`config.mk`:
```
export PLATFORM = sky130hd
export DESIGN_NAME = udp_receive_notice_parser_core
export DESIGN_NICKNAME = d
export VERILOG_FILES = /design/src/design/urnp_pkg.sv /design/src/design/udp_receive_notice_parser_core.sv /design/src/design/urnp_in_stage.sv /design/src/design/urnp_parser.sv /design/src/design/urnp_out_stage.sv
export SDC_FILE = /design/constraint.sdc
export NUM_CORES = 1
export LEC_CHECK = 0
export BUFFER_PORTS_ARGS = -buffer_cell sky130_fd_sc_hd__buf_4
export CAP_MARGIN = 30
export CORE_UTILIZATION = 55
export CTS_BUF_LIST = sky130_fd_sc_hd__clkbuf_2 sky130_fd_sc_hd__clkbuf_4 sky130_fd_sc_hd__clkbuf_8
export CTS_CLUSTER_SIZE = 24
export DETAILED_ROUTE_END_ITERATION = 10
export HOLD_SLACK_MARGIN = 0.06
export PLACE_DENSITY = 0.74
export SETUP_SLACK_MARGIN = 0.02
export SKIP_LAST_GASP = 1
export SYNTH_ARGS = -nofsm -noshare
export SYNTH_HDL_FRONTEND = slang
export SYNTH_SLANG_ARGS = --single-unit
```
`constraint.sdc`:
```
create_clock -name clk -period 8 [get_ports clk]
set_input_delay 1.2 -clock clk [delete_from_list [all_inputs] [get_ports clk]]
set_output_delay 1.2 -clock clk [all_outputs]
set_load 0.005 [all_outputs]
```
`src/design/urnp_pkg.sv`:
```
// ----------------------------------------------------------------------------
// urnp_pkg
// Shared types, codes and character helpers for the UDP receive notice parser.
// ----------------------------------------------------------------------------
`default_nettype none

package urnp_pkg;

	// sizes
	localparam int LINE_LENGTH_DEF = 64;
	localparam int TIMEOUT_W       = 15;
	localparam int MAX_LEN_W       = 16;
	localparam int CHAR_CNT_W      = 17;
	localparam int HEAD_CNT_W      = 4;
	localparam int CFG_IDX_W       = 2;
	localparam int CFG_DATA_W      = 16;

	// register indexes and reset values
	localparam logic [CFG_IDX_W-1:0] REG_TIMEOUT = 2'd0;
	localparam logic [CFG_IDX_W-1:0] REG_MAX_LEN = 2'd1;
	localparam logic [TIMEOUT_W-1:0] TIMEOUT_RST = 15'd1000;
	localparam logic [MAX_LEN_W-1:0] MAX_LEN_RST = 16'd1024;

	// item operations
	localparam logic [1:0] OP_START = 2'd0;
	localparam logic [1:0] OP_CHAR  = 2'd1;
	localparam logic [1:0] OP_TICK  = 2'd2;

	// result kinds
	localparam logic [1:0] KIND_BYTE = 2'd0;
	localparam logic [1:0] KIND_DONE = 2'd1;
	localparam logic [1:0] KIND_FMT  = 2'd2;
	localparam logic [1:0] KIND_TIME = 2'd3;

	// header lengths
	localparam logic [HEAD_CNT_W-1:0] HEAD_TOTAL = 4'd9;
	localparam logic [HEAD_CNT_W-1:0] HEAD_CMP   = 4'd8;

	// special characters
	localparam logic [7:0] CH_PLUS  = 8'h2B;
	localparam logic [7:0] CH_COMMA = 8'h2C;
	localparam logic [7:0] CH_CR    = 8'h0D;
	localparam logic [7:0] CH_LF    = 8'h0A;
	localparam logic [7:0] CH_NUL   = 8'h00;

	typedef enum logic [2:0] {
		PH_IDLE,
		PH_HEAD,
		PH_SOCK,
		PH_IP,
		PH_PORT,
		PH_DATA
	} phase_t;

	typedef struct packed {
		logic [1:0] op;
		logic [7:0] ch;
	} item_t;

	typedef struct packed {
		logic [1:0]  kind;
		logic [7:0]  data_byte;
		logic [15:0] byte_count;
	} result_t;

	// expected header text "+MIPRUDP"
	function automatic logic [7:0] head_char(input logic [2:0] idx);
		logic [7:0] c;
		unique case (idx)
			3'd0: c = 8'h2B;
			3'd1: c = 8'h4D;
			3'd2: c = 8'h49;
			3'd3: c = 8'h50;
			3'd4: c = 8'h52;
			3'd5: c = 8'h55;
			3'd6: c = 8'h44;
			3'd7: c = 8'h50;
			default: c = 8'h00;
		endcase
		return c;
	endfunction

	// hex digit value, bit 4 flags a valid digit
	function automatic logic [4:0] hex_val(input logic [7:0] c);
		logic [4:0] v;
		v = 5'd0;
		if (c >= 8'h30 && c <= 8'h39) v = {1'b1, 4'(c - 8'h30)};
		else if (c >= 8'h41 && c <= 8'h46) v = {1'b1, 4'(c - 8'h37)};
		else if (c >= 8'h61 && c <= 8'h66) v = {1'b1, 4'(c - 8'h57)};
		return v;
	endfunction

	function automatic logic is_alnum(input logic [7:0] c);
		return (c >= 8'h30 && c <= 8'h39) || (c >= 8'h41 && c <= 8'h5A) ||
			(c >= 8'h61 && c <= 8'h7A);
	endfunction

	// two-character decode, lenient like a two-digit hex scan
	function automatic logic [7:0] decode_pair(input logic [7:0] c0, input logic [7:0] c1);
		logic [4:0] h;
		logic [4:0] l;
		logic [7:0] b;
		h = hex_val(c0);
		l = hex_val(c1);
		if (!h[4]) b = 8'h00;
		else if (!l[4]) b = {4'h0, h[3:0]};
		else b = {h[3:0], l[3:0]};
		return b;
	endfunction

endpackage

`default_nettype wire

```
`src/design/udp_receive_notice_parser_core.sv`:
```
// ----------------------------------------------------------------------------
// udp_receive_notice_parser_core
// Parses modem UDP receive notices from a character stream into payload bytes.
// ----------------------------------------------------------------------------
//
//  channel   direction  handshake                    payload
//  item      in         item_valid / item_stall      item_t   {op, ch}
//  result    out        result_valid / result_stall  result_t {kind, data_byte, byte_count}
//  cfg       in         cfg_valid / cfg_ready        cfg_index, cfg_data
//
//  One item per cycle unless item_stall holds the flow; an item passes through
//  the input register, then the result register, before its result appears.
//  The parser state updates once for each item that it takes.
//  A stalled result holds the input register; item_stall rises only when both
//  registers are full. cfg_ready is always high.
//  Reset clears the parser to idle and loads the register reset values.
//
`default_nettype none

module udp_receive_notice_parser_core
	import urnp_pkg::*;
#(
	parameter int LINE_LENGTH = LINE_LENGTH_DEF
) (
	input  wire logic                  clk,
	input  wire logic                  arst_n,
	input  wire logic                  item_valid,
	output logic                       item_stall,
	input  wire item_t                 item,
	output logic                       result_valid,
	input  wire logic                  result_stall,
	output result_t                    result,
	input  wire logic                  cfg_valid,
	output logic                       cfg_ready,
	input  wire logic [CFG_IDX_W-1:0]  cfg_index,
	input  wire logic [CFG_DATA_W-1:0] cfg_data
);

	logic [TIMEOUT_W-1:0] timeout_ticks_q;
	logic [MAX_LEN_W-1:0] max_len_q;
	logic                 room;
	logic                 fire;
	item_t                item_s1;
	logic                 emit;
	result_t              res;

	// configuration registers
	assign cfg_ready = 1'b1;

	always_ff @(posedge clk or negedge arst_n) begin
		if (!arst_n) begin
			timeout_ticks_q <= TIMEOUT_RST;
			max_len_q       <= MAX_LEN_RST;
		end else if (cfg_valid && cfg_ready) begin
			unique case (cfg_index)
				REG_TIMEOUT: timeout_ticks_q <= cfg_data[TIMEOUT_W-1:0];
				REG_MAX_LEN: max_len_q       <= cfg_data[MAX_LEN_W-1:0];
				default: ;
			endcase
		end
	end

	// input register
	urnp_in_stage u_in (
		.clk     (clk),
		.arst_n  (arst_n),
		.valid   (item_valid),
		.stall   (item_stall),
		.item    (item),
		.room    (room),
		.fire    (fire),
		.item_s1 (item_s1)
	);

	// parser
	urnp_parser #(
		.LINE_LENGTH (LINE_LENGTH)
	) u_parser (
		.clk           (clk),
		.arst_n        (arst_n),
		.fire          (fire),
		.item_s1       (item_s1),
		.timeout_ticks (timeout_ticks_q),
		.max_len       (max_len_q),
		.emit          (emit),
		.res           (res)
	);

	// result register
	urnp_out_stage u_out (
		.clk    (clk),
		.arst_n (arst_n),
		.load   (emit),
		.res    (res),
		.room   (room),
		.valid  (result_valid),
		.stall  (result_stall),
		.result (result)
	);

endmodule

`default_nettype wire

```
`src/design/urnp_in_stage.sv`:
```
// ----------------------------------------------------------------------------
// urnp_in_stage
// Input register: holds one item until the parser can take it.
// ----------------------------------------------------------------------------
`default_nettype none

module urnp_in_stage
	import urnp_pkg::*;
(
	input  wire logic  clk,
	input  wire logic  arst_n,
	input  wire logic  valid,
	output logic       stall,
	input  wire item_t item,
	input  wire logic  room,
	output logic       fire,
	output item_t      item_s1
);

	logic valid_s1;

	// item in the register moves on when the result side has room
	assign fire  = valid_s1 && room;
	assign stall = valid_s1 && !room;

	// valid flag
	always_ff @(posedge clk or negedge arst_n) begin
		if (!arst_n) begin
			valid_s1 <= 1'b0;
		end else if (!stall) begin
			valid_s1 <= valid;
		end
	end

	// payload
	always_ff @(posedge clk) begin
		if (valid && !stall) begin
			item_s1 <= item;
		end
	end

endmodule

`default_nettype wire

```
`src/design/urnp_parser.sv`:
```
// ----------------------------------------------------------------------------
// urnp_parser
// Notice state machine: header hunt, field skip, pair decode and timeout.
// ----------------------------------------------------------------------------
`default_nettype none

module urnp_parser
	import urnp_pkg::*;
#(
	parameter int LINE_LENGTH = LINE_LENGTH_DEF
) (
	input  wire logic                 clk,
	input  wire logic                 arst_n,
	input  wire logic                 fire,
	input  wire item_t                item_s1,
	input  wire logic [TIMEOUT_W-1:0] timeout_ticks,
	input  wire logic [MAX_LEN_W-1:0] max_len,
	output logic                      emit,
	output result_t                   res
);

	localparam int FC_W = $clog2(LINE_LENGTH);
	localparam logic [FC_W-1:0] FC_LIMIT = FC_W'(LINE_LENGTH - 1);

	phase_t                  phase_q, phase_d;
	logic [HEAD_CNT_W-1:0]   hc_q, hc_d;
	logic                    match_q, match_d;
	logic [FC_W-1:0]         fc_q, fc_d;
	logic [7:0]              high_q, high_d;
	logic [CHAR_CNT_W-1:0]   cc_q, cc_d;
	logic [TIMEOUT_W-1:0]    ticks_q, ticks_d;

	logic [7:0]              ch;
	logic                    hd_take;
	logic                    hd_miss;
	logic [HEAD_CNT_W-1:0]   hd_cnt;
	logic                    hd_match;
	logic [FC_W-1:0]         fld_cnt;
	logic                    fld_bad;
	logic [MAX_LEN_W-1:0]    pair_idx;
	logic [CHAR_CNT_W-1:0]   cc_inc;
	logic [MAX_LEN_W-1:0]    done_n;
	logic [TIMEOUT_W-1:0]    tick_dec;

	assign ch = item_s1.ch;

	// header hunt step
	assign hd_take  = (ch == CH_PLUS) || (hc_q != '0);
	assign hd_miss  = hd_take && (hc_q < HEAD_CMP) && (ch != head_char(hc_q[2:0]));
	assign hd_cnt   = hd_take ? hc_q + 1'b1 : hc_q;
	assign hd_match = hd_miss ? 1'b0 : match_q;

	// field length and fault check
	assign fld_cnt = fc_q + 1'b1;
	assign fld_bad = (ch == CH_CR) || (ch == CH_LF) || (ch == CH_NUL) || (fld_cnt >= FC_LIMIT);

	// payload counters
	assign pair_idx = cc_q[CHAR_CNT_W-1:1];
	assign cc_inc   = (cc_q != '1) ? cc_q + 1'b1 : cc_q;
	assign done_n   = (pair_idx > max_len) ? max_len : pair_idx;
	assign tick_dec = (ticks_q != '0) ? ticks_q - 1'b1 : ticks_q;

	// state registers
	always_ff @(posedge clk or negedge arst_n) begin
		if (!arst_n) begin
			phase_q <= PH_IDLE;
			hc_q    <= '0;
			match_q <= 1'b1;
			fc_q    <= '0;
			high_q  <= '0;
			cc_q    <= '0;
			ticks_q <= '0;
		end else begin
			phase_q <= phase_d;
			hc_q    <= hc_d;
			match_q <= match_d;
			fc_q    <= fc_d;
			high_q  <= high_d;
			cc_q    <= cc_d;
			ticks_q <= ticks_d;
		end
	end

	// next state and result
	always_comb begin
		phase_d = phase_q;
		hc_d    = hc_q;
		match_d = match_q;
		fc_d    = fc_q;
		high_d  = high_q;
		cc_d    = cc_q;
		ticks_d = ticks_q;
		emit    = 1'b0;
		res     = '0;
		if (fire) begin
			unique case (item_s1.op)
				OP_START: begin
					hc_d    = '0;
					match_d = 1'b1;
					fc_d    = '0;
					high_d  = '0;
					cc_d    = '0;
					ticks_d = timeout_ticks;
					if (timeout_ticks == '0) begin
						phase_d  = PH_IDLE;
						emit     = 1'b1;
						res.kind = KIND_TIME;
					end else begin
						phase_d = PH_HEAD;
					end
				end
				OP_CHAR: begin
					unique case (phase_q)
						PH_HEAD: begin
							if (hd_cnt >= HEAD_TOTAL) begin
								if (hd_match) begin
									phase_d = PH_SOCK;
									fc_d    = '0;
								end
								hc_d    = '0;
								match_d = 1'b1;
							end else begin
								hc_d    = hd_cnt;
								match_d = hd_match;
							end
						end
						PH_SOCK, PH_IP, PH_PORT: begin
							if (ch == CH_COMMA) begin
								phase_d = (phase_q == PH_SOCK) ? PH_IP :
									(phase_q == PH_IP) ? PH_PORT : PH_DATA;
								fc_d    = '0;
								high_d  = '0;
								cc_d    = '0;
							end else if (fld_bad) begin
								phase_d  = PH_IDLE;
								fc_d     = '0;
								emit     = 1'b1;
								res.kind = KIND_FMT;
							end else begin
								fc_d = fld_cnt;
							end
						end
						PH_DATA: begin
							if (is_alnum(ch)) begin
								if (!cc_q[0]) begin
									high_d = ch;
								end else if (pair_idx < max_len) begin
									emit           = 1'b1;
									res.kind       = KIND_BYTE;
									res.data_byte  = decode_pair(high_q, ch);
									res.byte_count = pair_idx;
								end
								cc_d = cc_inc;
							end else begin
								phase_d        = PH_IDLE;
								emit           = 1'b1;
								res.kind       = KIND_DONE;
								res.byte_count = done_n;
							end
						end
						default: ;
					endcase
				end
				OP_TICK: begin
					if (phase_q != PH_IDLE) begin
						ticks_d = tick_dec;
						if (tick_dec == '0) begin
							phase_d  = PH_IDLE;
							emit     = 1'b1;
							res.kind = KIND_TIME;
						end
					end
				end
				default: ;
			endcase
		end
	end

endmodule

`default_nettype wire

```
`src/design/urnp_out_stage.sv`:
```
// ----------------------------------------------------------------------------
// urnp_out_stage
// Result register: holds one result item until the receiver takes it.
// ----------------------------------------------------------------------------
`default_nettype none

module urnp_out_stage
	import urnp_pkg::*;
(
	input  wire logic    clk,
	input  wire logic    arst_n,
	input  wire logic    load,
	input  wire result_t res,
	output logic         room,
	output logic         valid,
	input  wire logic    stall,
	output result_t      result
);

	logic valid_q;

	// free when empty or being taken this cycle
	assign room  = !valid_q || !stall;
	assign valid = valid_q;

	// valid flag
	always_ff @(posedge clk or negedge arst_n) begin
		if (!arst_n) begin
			valid_q <= 1'b0;
		end else if (room) begin
			valid_q <= load;
		end
	end

	// payload
	always_ff @(posedge clk) begin
		if (room && load) begin
			result <= res;
		end
	end

endmodule

`default_nettype wire

```
* Word-level counts from Yosys, hierarchy flattened *
Memory sizes are Yosys's and may differ from the RTL's.
Index checks and enable logic that the tools add are counted.

storage, ports and cells
  register bits = 123
  memory bits (read-only) = 56
  bits of input ports = 33
  output and inout port bits = 29
  logic and storage cells = 205
  memories kept = 1

memory list
  memory           depth  bits a word  read ports  clocked after Yosys merged registers in  write ports  RTL line        text
  (no name shown)  8      7            1           0                                        0            urnp_pkg.sv:69  unique case (idx)

operators by class
  add/subtract/negate cells = 10
  magnitude comparators = 19
  equal/unequal tests = 28
  mux-type cells = 82
  reduce and logical (&&, ||, !) cells = 48

operators by type and width
  operator                 number
  $mux W5                  18
  $pmux W17 S2             2
  $mux W17                 3
  $le A8 B7 Y1 const B     6
  $mux W8                  5
  $ge A8 B7 Y1 const B     4
  $mux W16                 2
  $pmux W8 S2              2
  $logic_not A15 Y1        2
  $mux W15                 2
  $pmux W15 S2             1
  $mux W26                 1
  $mux W24                 1
  $mux W3                  8
  $mux W6                  4
  $pmux W6 S2              2
  $pmux W3 S3              2
  $add A17 B1 Y17 const B  1
  $ne A17 B17 Y1 const B   1
  $eq A8 B4 Y1 const B     2
  $eq A8 B6 Y1 const B     2
  $ge A8 B6 Y1 const B     2
  $gt A16 B16 Y1           1
  $le A8 B6 Y1 const B     2
  other kinds (46)         111

* Longest topological paths before layout *
Gate-level depths: netlist of the first run.

  word-level depth = 18
  gate-level depth with buffers = 12
  depth with buffers taken out = 11

* By module *
A second synthesis of the first run with hierarchy kept.

second synthesis, totals
  cells, all modules = 769
  area total of the unflattened synthesis = 7478.4 µm²

modules (own cells, without submodules)
  module                          times used  cells an instance  area each (µm²)  seq. area each (µm²)
  urnp_parser                     1           655                5083.6           1352.5
  udp_receive_notice_parser_core  1           68                 1202.4           784.5
  urnp_out_stage                  1           30                 828.3            805.8
  urnp_in_stage                   1           16                 364.1            325.3

* Worst setup path before layout of the first run *
Ideal clock, no wire load.

  kind = register -> register
  start point = register u_parser.ticks_q[0]
  end point = register u_out.result[0] (netlist name)
  library setup time = 0.418 ns
  arrival time = 3.486 ns
  required time = 7.582 ns
  setup slack = 4.096 ns
  stages on the path, launching flop included = 10
  path buffers = 0
  clock period less this slack = 3.904 ns
  cells stage by stage = dfrtp_1 -> inv_1 -> ha_1 -> nor4b_2 -> nand3_1 -> a2111oi_2 -> o221a_2 -> nand3_1 -> o211a_1 -> a21oi_1

on the way
  word-level cells in the longest chain between the ends = 8

RTL lines
  item                                                           RTL line              text
  from (decl)                                                    urnp_parser.sv:31     logic [TIMEOUT_W-1:0] ticks_q, ticks_d;
  from (signal assigned)                                         urnp_parser.sv:80     ticks_q <= ticks_d;
  $sub A15 B1 Y15 / $reduce_bool A15 Y1 (equally long branches)  urnp_parser.sv:61     assign tick_dec = (ticks_q != '0) ? ticks_q - 1'b1 : ticks_q;
  $mux W15 *                                                     urnp_parser.sv:61
  $logic_not A15 Y1 *                                            urnp_parser.sv:167    if (tick_dec == '0) begin
  $mux W1 *                                                      urnp_parser.sv:167
  $mux W1 *                                                      urnp_parser.sv:165    if (phase_q != PH_IDLE) begin
  $pmux W1 S3 *                                                  urnp_parser.sv:96     unique case (item_s1.op)
  $mux W1 *                                                      urnp_parser.sv:95     if (fire) begin
  $logic_and A1 B1 Y1 *                                          urnp_out_stage.sv:37  if (room && load) begin

Mark *: on every way between the ends. The rest lies on a longest branch, timed or not.
A chain may end at the register's enable or synchronous reset.

* Worst setup path after layout of the first run *
  start point = register u_parser.ticks_q[0]
  end point = register u_out.result[21] (netlist name)

on the way
  word-level cells in the longest chain between the ends = 8

RTL lines
  item                                                           RTL line
  $sub A15 B1 Y15 / $reduce_bool A15 Y1 (equally long branches)  urnp_parser.sv:61
  $mux W15 *                                                     urnp_parser.sv:61
  $logic_not A15 Y1 *                                            urnp_parser.sv:167
  $mux W1 *                                                      urnp_parser.sv:167
  $mux W1 *                                                      urnp_parser.sv:165
  $pmux W1 S3 *                                                  urnp_parser.sv:96
  $mux W1 *                                                      urnp_parser.sv:95
  $logic_and A1 B1 Y1 *                                          urnp_out_stage.sv:37

Marked as above.

==> results of run 1 <==
sequential cells by signal, summed over array words and instances, names as in the netlist:
| signal | flops |
|---|---|
| max_len_q | 16 |
| timeout_ticks_q | 15 |
| u_in.item_s1 | 10 |
| u_in.valid_s1 | 1 |
| u_out.result | 26 |
| u_out.valid | 1 |
| u_parser.cc_q | 17 |
| u_parser.fc_q | 6 |
| u_parser.hc_q | 4 |
| u_parser.high_q | 8 |
| u_parser.match_q | 1 |
| u_parser.phase_q | 3 |
| u_parser.ticks_q | 15 |
synth_stat cells, drive strengths merged (5+ instances only):
| cell type | n |
|---|---|
| inv | 47 |
| or2 | 6 |
| clkbuf | 30 |
| o22ai | 19 |
| and3 | 11 |
| a211oi | 11 |
| xor2 | 8 |
| nand2 | 83 |
| nor2b | 7 |
| nor3b | 5 |
| nor2 | 47 |
| nand2b | 11 |
| buf | 8 |
| mux2 | 33 |
| o31ai | 7 |
| o32ai | 5 |
| nor3 | 21 |
| edfxtp | 36 |
| ha | 38 |
| a21oi | 34 |
| nand4 | 11 |
| nor4 | 8 |
| dfstp | 8 |
| xnor2 | 7 |
| nand3 | 24 |
| or3 | 11 |
| o21ai | 51 |
| dfrtp | 79 |
| mux2i | 6 |
| a31oi | 12 |
kinds of logic after synthesis:
| group | Yosys count | synth area share, % |
|---|---|---|
| other | 1 | 0.0513 |
| flip-flops | 123 | 44.7 |
| buffers and inverters | 85 | 4.70 |
| AO/OA/AOI/OAI | 189 | 17.3 |
| XOR/XNOR | 15 | 1.80 |
| AND/OR/NAND/NOR | 266 | 19.1 |
| multiplexers | 39 | 5.90 |
| adder cells (fa/ha/maj) | 38 | 6.50 |
where the power goes:
| part | internal, W | total, W | switching (W) |
|---|---|---|---|
| Clock | 0.000391 | 0.000658 | 0.000267 |
| Sequential | 0.000714 | 0.000806 | 0.0000915 |
| Combinational | 0.000131 | 0.000309 | 0.000178 |
| Total | 0.00124 | 0.00177 | 0.000536 |
per-layer routing:
metal	GRT usage, %	up-vias	wire length, um
li1	-	2878	-
met1	36.7	3029	8010
met2	44.0	242	8710
met3	7.39	35	1230
met4	9.90	0	426
met5	0	-	0
critical path, delay by kind of cell (launching register included):
family                     cells  cell delay (ns)
and+or+nand+nor                3             0.76
AOI/OAI and AO/OA              4             1.07
DFF                            1             0.40
adders and majority gates      1             0.29
buffers and inverters          2             0.50
area by class of cell:
type	count	share of cell area (%)
clock buffer	19	3.12
clock inverter	13	2.53
inverter	47	2.10
multi-input combinational	548	44.2
timing repair buffer	70	6.52
sequential	123	38.9
tap	172	2.56
final timing paths:
| check | start | to | cells past startpoint |
|---|---|---|---|
| hold reg to reg | u_parser.high_q[6] | u_parser.high_q[6] | 2 |
| setup reg to reg | u_parser.ticks_q[0] | u_out.result[21] | 10 |
| min in group asynchronous | arst_n | u_parser.high_q[6] | 1 |
| hold / removal | u_parser.high_q[6] | u_parser.high_q[6] | 2 |
| setup / recovery | u_parser.ticks_q[0] | u_out.result[21] | 10 |
| max in group asynchronous | arst_n | timeout_ticks_q[7] | 3 |
stage by stage:
step | hold WS (ns) | area, sq um | worst slack, ns | util [%] | power, W
floorplan | 0.459 | 7310 | 4.10 | - | 0.00101
CTS | 0.504 | 8390 | 4.68 | 65.7 | 0.00178
global route | 0.530 | 8390 | 4.42 | 65.7 | 0.00185
global placement | 0.481 | 7870 | 4.68 | 61.6 | 0.00111
finish | 0.506 | 8390 | 4.61 | 65.7 | 0.00177
detailed placement | 0.492 | 7920 | 4.55 | 62.0 | 0.00112
==> results.sh, run 1 <==
export IMPL_status="finished, final reports clean"
export IMPL_relSlewSlack_pct=36.8
export IMPL_synth_edff_count=36
export IMPL_cts_tree="built"
export IMPL_timing_worst_setup_path_type="reg2reg"
export IMPL_grt_pass1_wl_um=30200
export IMPL_grt_setup_unrepaired="false"
export IMPL_grt_use_total_pct=27.8
export IMPL_maxCapViolations=0
export IMPL_grt_pass1_vias=5829
export IMPL_path_max_fanout=26
export IMPL_power_density_nw_per_um2=211
export IMPL_cts_buffers=17
export IMPL_overflow=0
export IMPL_fin_cells=992
export IMPL_setup_violations=0
export IMPL_vias=6184
export IMPL_cts_resized=0
export IMPL_dr_pass1_iters=5
export IMPL_fmax_mhz=295
export IMPL_cts_max_level=4
export IMPL_finalSetupTns_ns=0
export IMPL_cts_setup_buffers=0
export IMPL_die_h_um=117
export IMPL_gp_congestion=0.895
export IMPL_initial_utilization_pct=57.3
export IMPL_routed_via_density=6.23
export IMPL_synth_top_area_cell="dfrtp_1"
export IMPL_finalCriticalPeriod_ns=3.39
export IMPL_synth_seq_cells=123
export IMPL_peakVddDrop_mv=0.194
export IMPL_grt_antenna_before_repair=0
export IMPL_fillers=1020
export IMPL_cts_root_buffer="clkbuf_8"
export IMPL_hpwl_um=13100
export IMPL_final_common_cell="nand2_1"
export IMPL_worst_skew_pair_late_latency_ns=0.45
export IMPL_drc=0
export IMPL_yosysSeqAreaShare_pct=44.7
export IMPL_antenna_left=0
export IMPL_final_layout_size_suffix_gt1_share_pct=20.4
export IMPL_ys_async_sr_fraction_pct=70.7
export IMPL_ys_dominant_reg_cell="dfrtp_1"
export IMPL_n_antenna_cell=0
export IMPL_max_stage_delay_ns=0.41
export IMPL_syn2layout_area_growth_pct=14.7
export IMPL_cp_end_kind="flop"
export IMPL_netlist_area_sq_um=7310
export IMPL_r2r_setup_slack_ns=4.61
export IMPL_path_cells="inv_1 > ha_1 > nor4b_2 > nand3_1 > a2111oi_2 > o221a_2 > nand3_1 > o211a_1 > a21oi_2 > buf_4"
export IMPL_hold_viol=0
export IMPL_crit_top_cell="nand3_1"
export IMPL_syn_nets=827
export IMPL_slew_viol_final=0
export IMPL_placed_cells=960
export IMPL_required_ns=8.10
export IMPL_rows=41
export IMPL_hold_class="reg2reg"
export IMPL_yosys_warnings=0
export IMPL_cts_hold_buffers=0
export IMPL_clock_sinks=123
export IMPL_p_leak_nw=3.43
export IMPL_io_buffers=60
export IMPL_synth_top_cells_by_area="dfrtp_1, edfxtp_1, ha_1, mux2_2, nand2_1"
export IMPL_ys_types=82
export IMPL_critical_path_arrival_ns=3.49
export IMPL_wl_um=18400
export IMPL_skew_ns=0.0111
export IMPL_drt_iter0_drc=644
export IMPL_synth_top_area_share_pct=27.0
export IMPL_multi_input_area_sq_um=3710
export IMPL_die_x_um=117
export IMPL_die_area_sq_um=13800
export IMPL_syn_inst=756
export IMPL_seqCellArea_sq_um=3270
export IMPL_wl_per_cell_um=18.5
export IMPL_cts_path_max_buffers=2
export IMPL_syn_avg_cell_area_sq_um=9.68
export IMPL_grt_max_degree=62
export IMPL_io_pins=62
export IMPL_nNetsFinal=878
export IMPL_final_period_utilization_pct=42.3
export IMPL_core_sq_um=12800
export IMPL_start_kind="flop"
export IMPL_cp_slowest_cell="a2111oi_2"
export IMPL_final_cell_mix="nand2_1, dfrtp_1, buf_4, o21ai_0"
export IMPL_tightest_slew_ns=0.945
export IMPL_path_clk_slew_ns=0.08
No activity file was read; power rests on OpenSTA's default activity.
==> run 2: changes to the inputs <==
Settings changed: ABC_AREA set to 1.
Clock period 8 ns to 3.22 ns, I/O delays scaled along.
==> results.sh, run 2 <==
export IMPL_placed_cells=1204
export IMPL_largest_register_ffs=26
export IMPL_timing_worst_setup_path_type="reg2reg"
export IMPL_path_cells="inv_1 > ha_1 > nand2_1 > nor2_4 > nand2_2 > o21ai_0 > nand3_1 > nor2_1 > nand4_1 > nand3_1 > nand2_1 > inv_1 > buf_12"
export IMPL_syn_nets=1056
export IMPL_placed_area_sq_um=8200
export IMPL_final_cell_mix="nand2_1, inv_1, o21ai_0, dfrtp_1, nor2_1"
export IMPL_syn2layout_area_growth_pct=13.2
export IMPL_slew_viol_final=0
export IMPL_relSlewSlack_pct=45.3
export IMPL_die_x_um=119
export IMPL_finalSetupTns_ns=0
export IMPL_synth_top_area_share_pct=26.1
export IMPL_cp_end_kind="flop"
export IMPL_nNetsFinal=1118
export IMPL_maxCapViolations=0
export IMPL_netlist_area_sq_um=7570
export IMPL_setup_violations=0
export IMPL_final_common_cell="nand2_1"
export IMPL_skew_ns=0.0173
export IMPL_cts_tree="built"
export IMPL_peakVddDrop_mv=0.310
export IMPL_cp_slowest_cell="dfrtp_1"
export IMPL_synth_seq_cells=123
export IMPL_syn_inst=985
export IMPL_post_layout_total_power_w=0.00398
export IMPL_reg2regPathDepth=13
export IMPL_syn_avg_cell_area_sq_um=7.69
export IMPL_regToRegStartpoint="u_parser.ticks_q[0]"
export IMPL_hold_viol=0
export IMPL_die_h_um=119
export IMPL_grt_max_degree=52
export IMPL_dr_pass1_iters=6
export IMPL_max_stage_delay_ns=0.39
export IMPL_p_leak_nw=3.89
export IMPL_gp_congestion=0.932
export IMPL_ys_types=47
export IMPL_drt_iter0_drc=661
export IMPL_initial_utilization_pct=56.7
export IMPL_ys_dominant_reg_cell="dfrtp_1"
export IMPL_cts_resized=0
export IMPL_final_period_utilization_pct=87.5
export IMPL_rows=42
export IMPL_tightest_slew_ns=0.819
export IMPL_synth_edff_count=36
export IMPL_status="finished, final reports clean"
export IMPL_grt_setup_unrepaired="false"
export IMPL_critical_path_arrival_ns=2.96
export IMPL_path_clk_slew_ns=0.07
export IMPL_top_register="u_out.result"
export IMPL_clock_sinks=123
export IMPL_grt_use_total_pct=27.2
export IMPL_n_antenna_cell=0
export IMPL_routed_via_density=5.48
export IMPL_grt_antenna_before_repair=0
export IMPL_io_buffers=60
export IMPL_vias=6768
export IMPL_grt_pass1_vias=6426
export IMPL_hold_class="in2async"
export IMPL_cts_root_buffer="clkbuf_8"
export IMPL_yosys_warnings=0
export IMPL_io_pins=62
export IMPL_final_util_pct=64.2
export IMPL_reg_top3="u_out.result x26, u_parser.cc_q x17, max_len_q x16"
export IMPL_r2r_setup_slack_ns=0.40
export IMPL_core_sq_um=13300
export IMPL_hpwl_um=13200
export IMPL_cts_setup_buffers=0
export IMPL_start_kind="flop"
export IMPL_synth_top_cells_by_area="dfrtp_1, edfxtp_1, nand2_1, ha_1, o21ai_0"
export IMPL_grt_pass1_wl_um=30300
export IMPL_synth_top_area_cell="dfrtp_1"
export IMPL_yosysMostFrequentCell="nand2_1"
export IMPL_die_area_sq_um=14200
export IMPL_overflow=0
export IMPL_fillers=1197
export IMPL_finalCriticalPeriod_ns=2.82
export IMPL_wl_um=17900
export IMPL_fin_cells=1236
export IMPL_path_max_fanout=26
export IMPL_cts_hold_buffers=0
export IMPL_r2r_end="u_out.result[11]"
export IMPL_design_area_sq_um=8570
export IMPL_antenna_left=0
export IMPL_yosys_top_cells_count="nand2_1, inv_1, o21ai_0"
export IMPL_power_density_nw_per_um2=464
export IMPL_required_ns=3.36
export IMPL_worst_skew_pair_late_latency_ns=0.46
export IMPL_final_layout_size_suffix_gt1_share_pct=14.0
export IMPL_yosysSeqAreaShare_pct=43.2
export IMPL_drc=0
export IMPL_ys_async_sr_fraction_pct=70.7
export IMPL_cts_path_max_buffers=2
export IMPL_cts_buffers=17
export IMPL_fmax_mhz=355
export IMPL_wl_per_cell_um=14.5
export IMPL_cts_max_level=4
run 2: routing by layer:
| metal | global-route usage (%) | up-vias | wire, um |
|---|---|---|---|
| met5 | 0 | - | 0 |
| met4 | 8.28 | 0 | 277 |
| met3 | 6.27 | 26 | 1090 |
| met2 | 43.9 | 216 | 8400 |
| met1 | 36.5 | 3140 | 8120 |
| li1 | - | 3386 | - |
run 2: how the worst max path moves through the flow:
| stage | slack [ns] | to | start |
|---|---|---|---|
| floorplan | 0.58 | u_out.result[0] | u_parser.ticks_q[0] |
| global placement | 0.55 | u_out.result[12] | u_parser.ticks_q[0] |
| detailed placement | 0.49 | u_out.result[9] | u_parser.ticks_q[0] |
| CTS | 0.44 | u_out.result[8] | u_parser.ticks_q[0] |
| global route | 0.14 | u_out.result[11] | u_parser.ticks_q[0] |
| finish | 0.40 | u_out.result[11] | u_parser.ticks_q[0] |
run 2: critical path: cells and delay by family (launching register included):
family	cells	cell delay, ns
compound gates	1	0.16
fa+ha+maj	1	0.24
buf+inv	3	0.43
flops	1	0.39
simple gates	8	1.28
run 2: kinds of logic (layout without fill, tap and decap cells):
kind of cell               count (synthesis)  in the layout  share of synthesized area (%)
AOI/OAI and AO/OA                        194            194                           14.0
adders and majority gates                 38             38                           6.28
other                                      1              1                         0.0495
and+or+nand+nor                          454            454                           26.3
xor gates and xnor gates                  13             13                           1.50
DFF                                      123            123                           43.2
buffers and inverters                    162            237                           8.66
run 2: area by class of cell:
cell class	count	area [sq um]	area share, %
clock inverters	11	103	1.20
repair buffers	73	561	6.54
flip-flops and latches	123	3270	38.1
multi-input cells	700	3650	42.6
inverters	132	498	5.81
well taps	176	220	2.57
clock buffers	21	270	3.15
run 2: metrics by stage:
stage,worst slack (ns),hold WS [ns]
after detailed placement,0.488,0.473
after floorplan,0.581,0.187
after CTS,0.439,0.0611
after global routing,0.140,0.0901
after global placement,0.548,0.470
final,0.402,0.0459
run 2: power by group:
part           leakage, nW  total [W]  internal, W  switching, W
sequential            1.45    0.00188      0.00175      0.000132
combinational         2.25   0.000792     0.000270      0.000521
clock                0.192    0.00130     0.000716      0.000588
total                 3.89    0.00398      0.00274       0.00124
==> run 3: changes to the inputs <==
Settings changed: CTS_BUF_LIST sky130_fd_sc_hd__clkbuf_2 sky130_fd_sc_hd__clkbuf_4 sky130_fd_sc_hd__clkbuf_8 to not set.
==> results.sh, run 3 (synthesis gave the netlist of run 2 again) <==
export IMPL_reg2regPathDepth=15
export IMPL_reg_top3="u_out.result x26, u_parser.cc_q x17, max_len_q x16"
export IMPL_grt_pass1_wl_um=30700
export IMPL_final_common_cell="nand2_1"
export IMPL_final_layout_size_suffix_gt1_share_pct=13.7
export IMPL_routed_via_density=5.54
export IMPL_startpoint="u_parser.ticks_q[0]"
export IMPL_die_area_sq_um=14200
export IMPL_p_leak_nw=3.97
export IMPL_maxCapViolations=0
export IMPL_status="finished, final reports clean"
export IMPL_grt_setup_unrepaired="false"
export IMPL_setup_violations=0
export IMPL_path_max_fanout=26
export IMPL_regToRegStartpoint="u_parser.ticks_q[0]"
export IMPL_fillers=1161
export IMPL_fmax_mhz=357
export IMPL_timing_worst_setup_path_type="reg2reg"
export IMPL_skew_ns=0.0108
export IMPL_rows=42
export IMPL_slew_viol_final=0
export IMPL_finalSetupTns_ns=0
export IMPL_start_kind="flop"
export IMPL_initial_utilization_pct=56.7
export IMPL_grt_antenna_before_repair=0
export IMPL_n_antenna_cell=0
export IMPL_cts_path_max_buffers=2
export IMPL_path_clk_slew_ns=0.05
export IMPL_overflow=0
export IMPL_cts_tree="built"
export IMPL_required_ns=3.33
export IMPL_finalCriticalPeriod_ns=2.80
export IMPL_cts_setup_buffers=0
export IMPL_final_period_utilization_pct=87.0
export IMPL_peakVddDrop_mv=0.396
export IMPL_r2r_end="u_out.result[11]"
export IMPL_die_x_um=119
export IMPL_hold_viol=0
export IMPL_hold_class="in2async"
export IMPL_r2r_setup_slack_ns=0.42
export IMPL_core_sq_um=13300
export IMPL_grt_use_total_pct=27.6
export IMPL_cts_buffers=17
export IMPL_io_buffers=60
export IMPL_gp_congestion=0.932
export IMPL_post_layout_total_power_w=0.00448
export IMPL_grt_pass1_vias=6484
export IMPL_final_cell_mix="nand2_1, inv_1, o21ai_0, dfrtp_1, nor2_1"
export IMPL_clock_sinks=123
export IMPL_cts_hold_buffers=0
export IMPL_power_density_nw_per_um2=513
export IMPL_drt_iter0_drc=733
export IMPL_nNetsFinal=1118
export IMPL_tightest_slew_ns=0.831
export IMPL_wl_per_cell_um=14.8
export IMPL_die_h_um=119
export IMPL_cp_end_kind="flop"
export IMPL_top_register="u_out.result"
export IMPL_dr_pass1_iters=6
export IMPL_critPathCapture="u_out.result[11]"
export IMPL_io_pins=62
export IMPL_largest_register_ffs=26
export IMPL_wl_um=18300
export IMPL_cts_root_buffer="clkbuf_16"
export IMPL_vias=6852
export IMPL_hpwl_um=13200
export IMPL_critical_path_arrival_ns=2.91
export IMPL_hold_ws_ns=0.0877
export IMPL_cts_max_level=4
export IMPL_drc=0
export IMPL_worst_skew_pair_late_latency_ns=0.42
export IMPL_antenna_left=0
export IMPL_cts_resized=0
export IMPL_grt_max_degree=52
export IMPL_relSlewSlack_pct=44.4
export IMPL_design_area_sq_um=8750
export IMPL_placed_area_sq_um=8200
export IMPL_syn2layout_area_growth_pct=15.5
run 3: cell counts in the layout (fill, tap and decap cells not counted):
No cell type changed its count.
run 3: layout make-up:
cell class	instances	area, sq um	area share [%]
inverter	132	498	5.69
multi-input combinational	700	3650	41.7
timing repair buffer	73	561	6.41
clock buffer	21	450	5.15
clock inverter	11	103	1.17
sequential	123	3270	37.4
tap	176	220	2.52
run 3: how the worst min path moves through the flow:
stage / from / end / depth (start not counted)
2_1_floorplan: arst_n / max_len_q[0] / 0
3_3_place_gp: max_len_q[6] / max_len_q[6] / 2
4_1_cts: arst_n / u_in.valid_s1 / 1
6_report: arst_n / u_in.valid_s1 / 1
3_5_place_dp: max_len_q[5] / max_len_q[5] / 2
5_1_grt: arst_n / u_in.valid_s1 / 1
run 3: critical path: stages, from the launching register on:
cell and delay [ns]:
dfrtp_1 0.39, inv_1 0.11, ha_1 0.24, nand2_1 0.14, nor2_4 0.17, nand2_2 0.25, nand2_1 0.13, nand2_1 0.07
nor2_1 0.09, nand2_1 0.06, nor2_1 0.13, nand4_1 0.18, nand3_1 0.12, nand2_1 0.08, inv_1 0.11, buf_12 0.21
run 3: per-stage QoR:
| step | cells | worst slack [ns] | util [%] |
|---|---|---|---|
| global route | 1236 | 0.146 | 65.5 |
| detailed placement | 1204 | 0.488 | 61.4 |
| floorplan | 985 | 0.581 | - |
| finish | 1236 | 0.420 | 65.5 |
| global placement | 1204 | 0.548 | 61.4 |
| CTS | 1236 | 0.444 | 65.5 |
run 3: layer usage:
| layer | track usage [%] | vias to the layer above | share of wire [%] | routed length [um] |
|---|---|---|---|---|
| met5 | 0 | - | 0 | 0 |
| met4 | 9.69 | 0 | 2.2 | 402 |
| met3 | 5.89 | 37 | 6.9 | 1260 |
| met2 | 44.4 | 278 | 46 | 8500 |
| met1 | 36.9 | 3151 | 44 | 8130 |
| li1 | - | 3386 | - | - |
run 3: power by group:
part           switching (W)  internal (W)
clock network       0.000660       0.00114
logic               0.000527      0.000271
registers           0.000133       0.00175
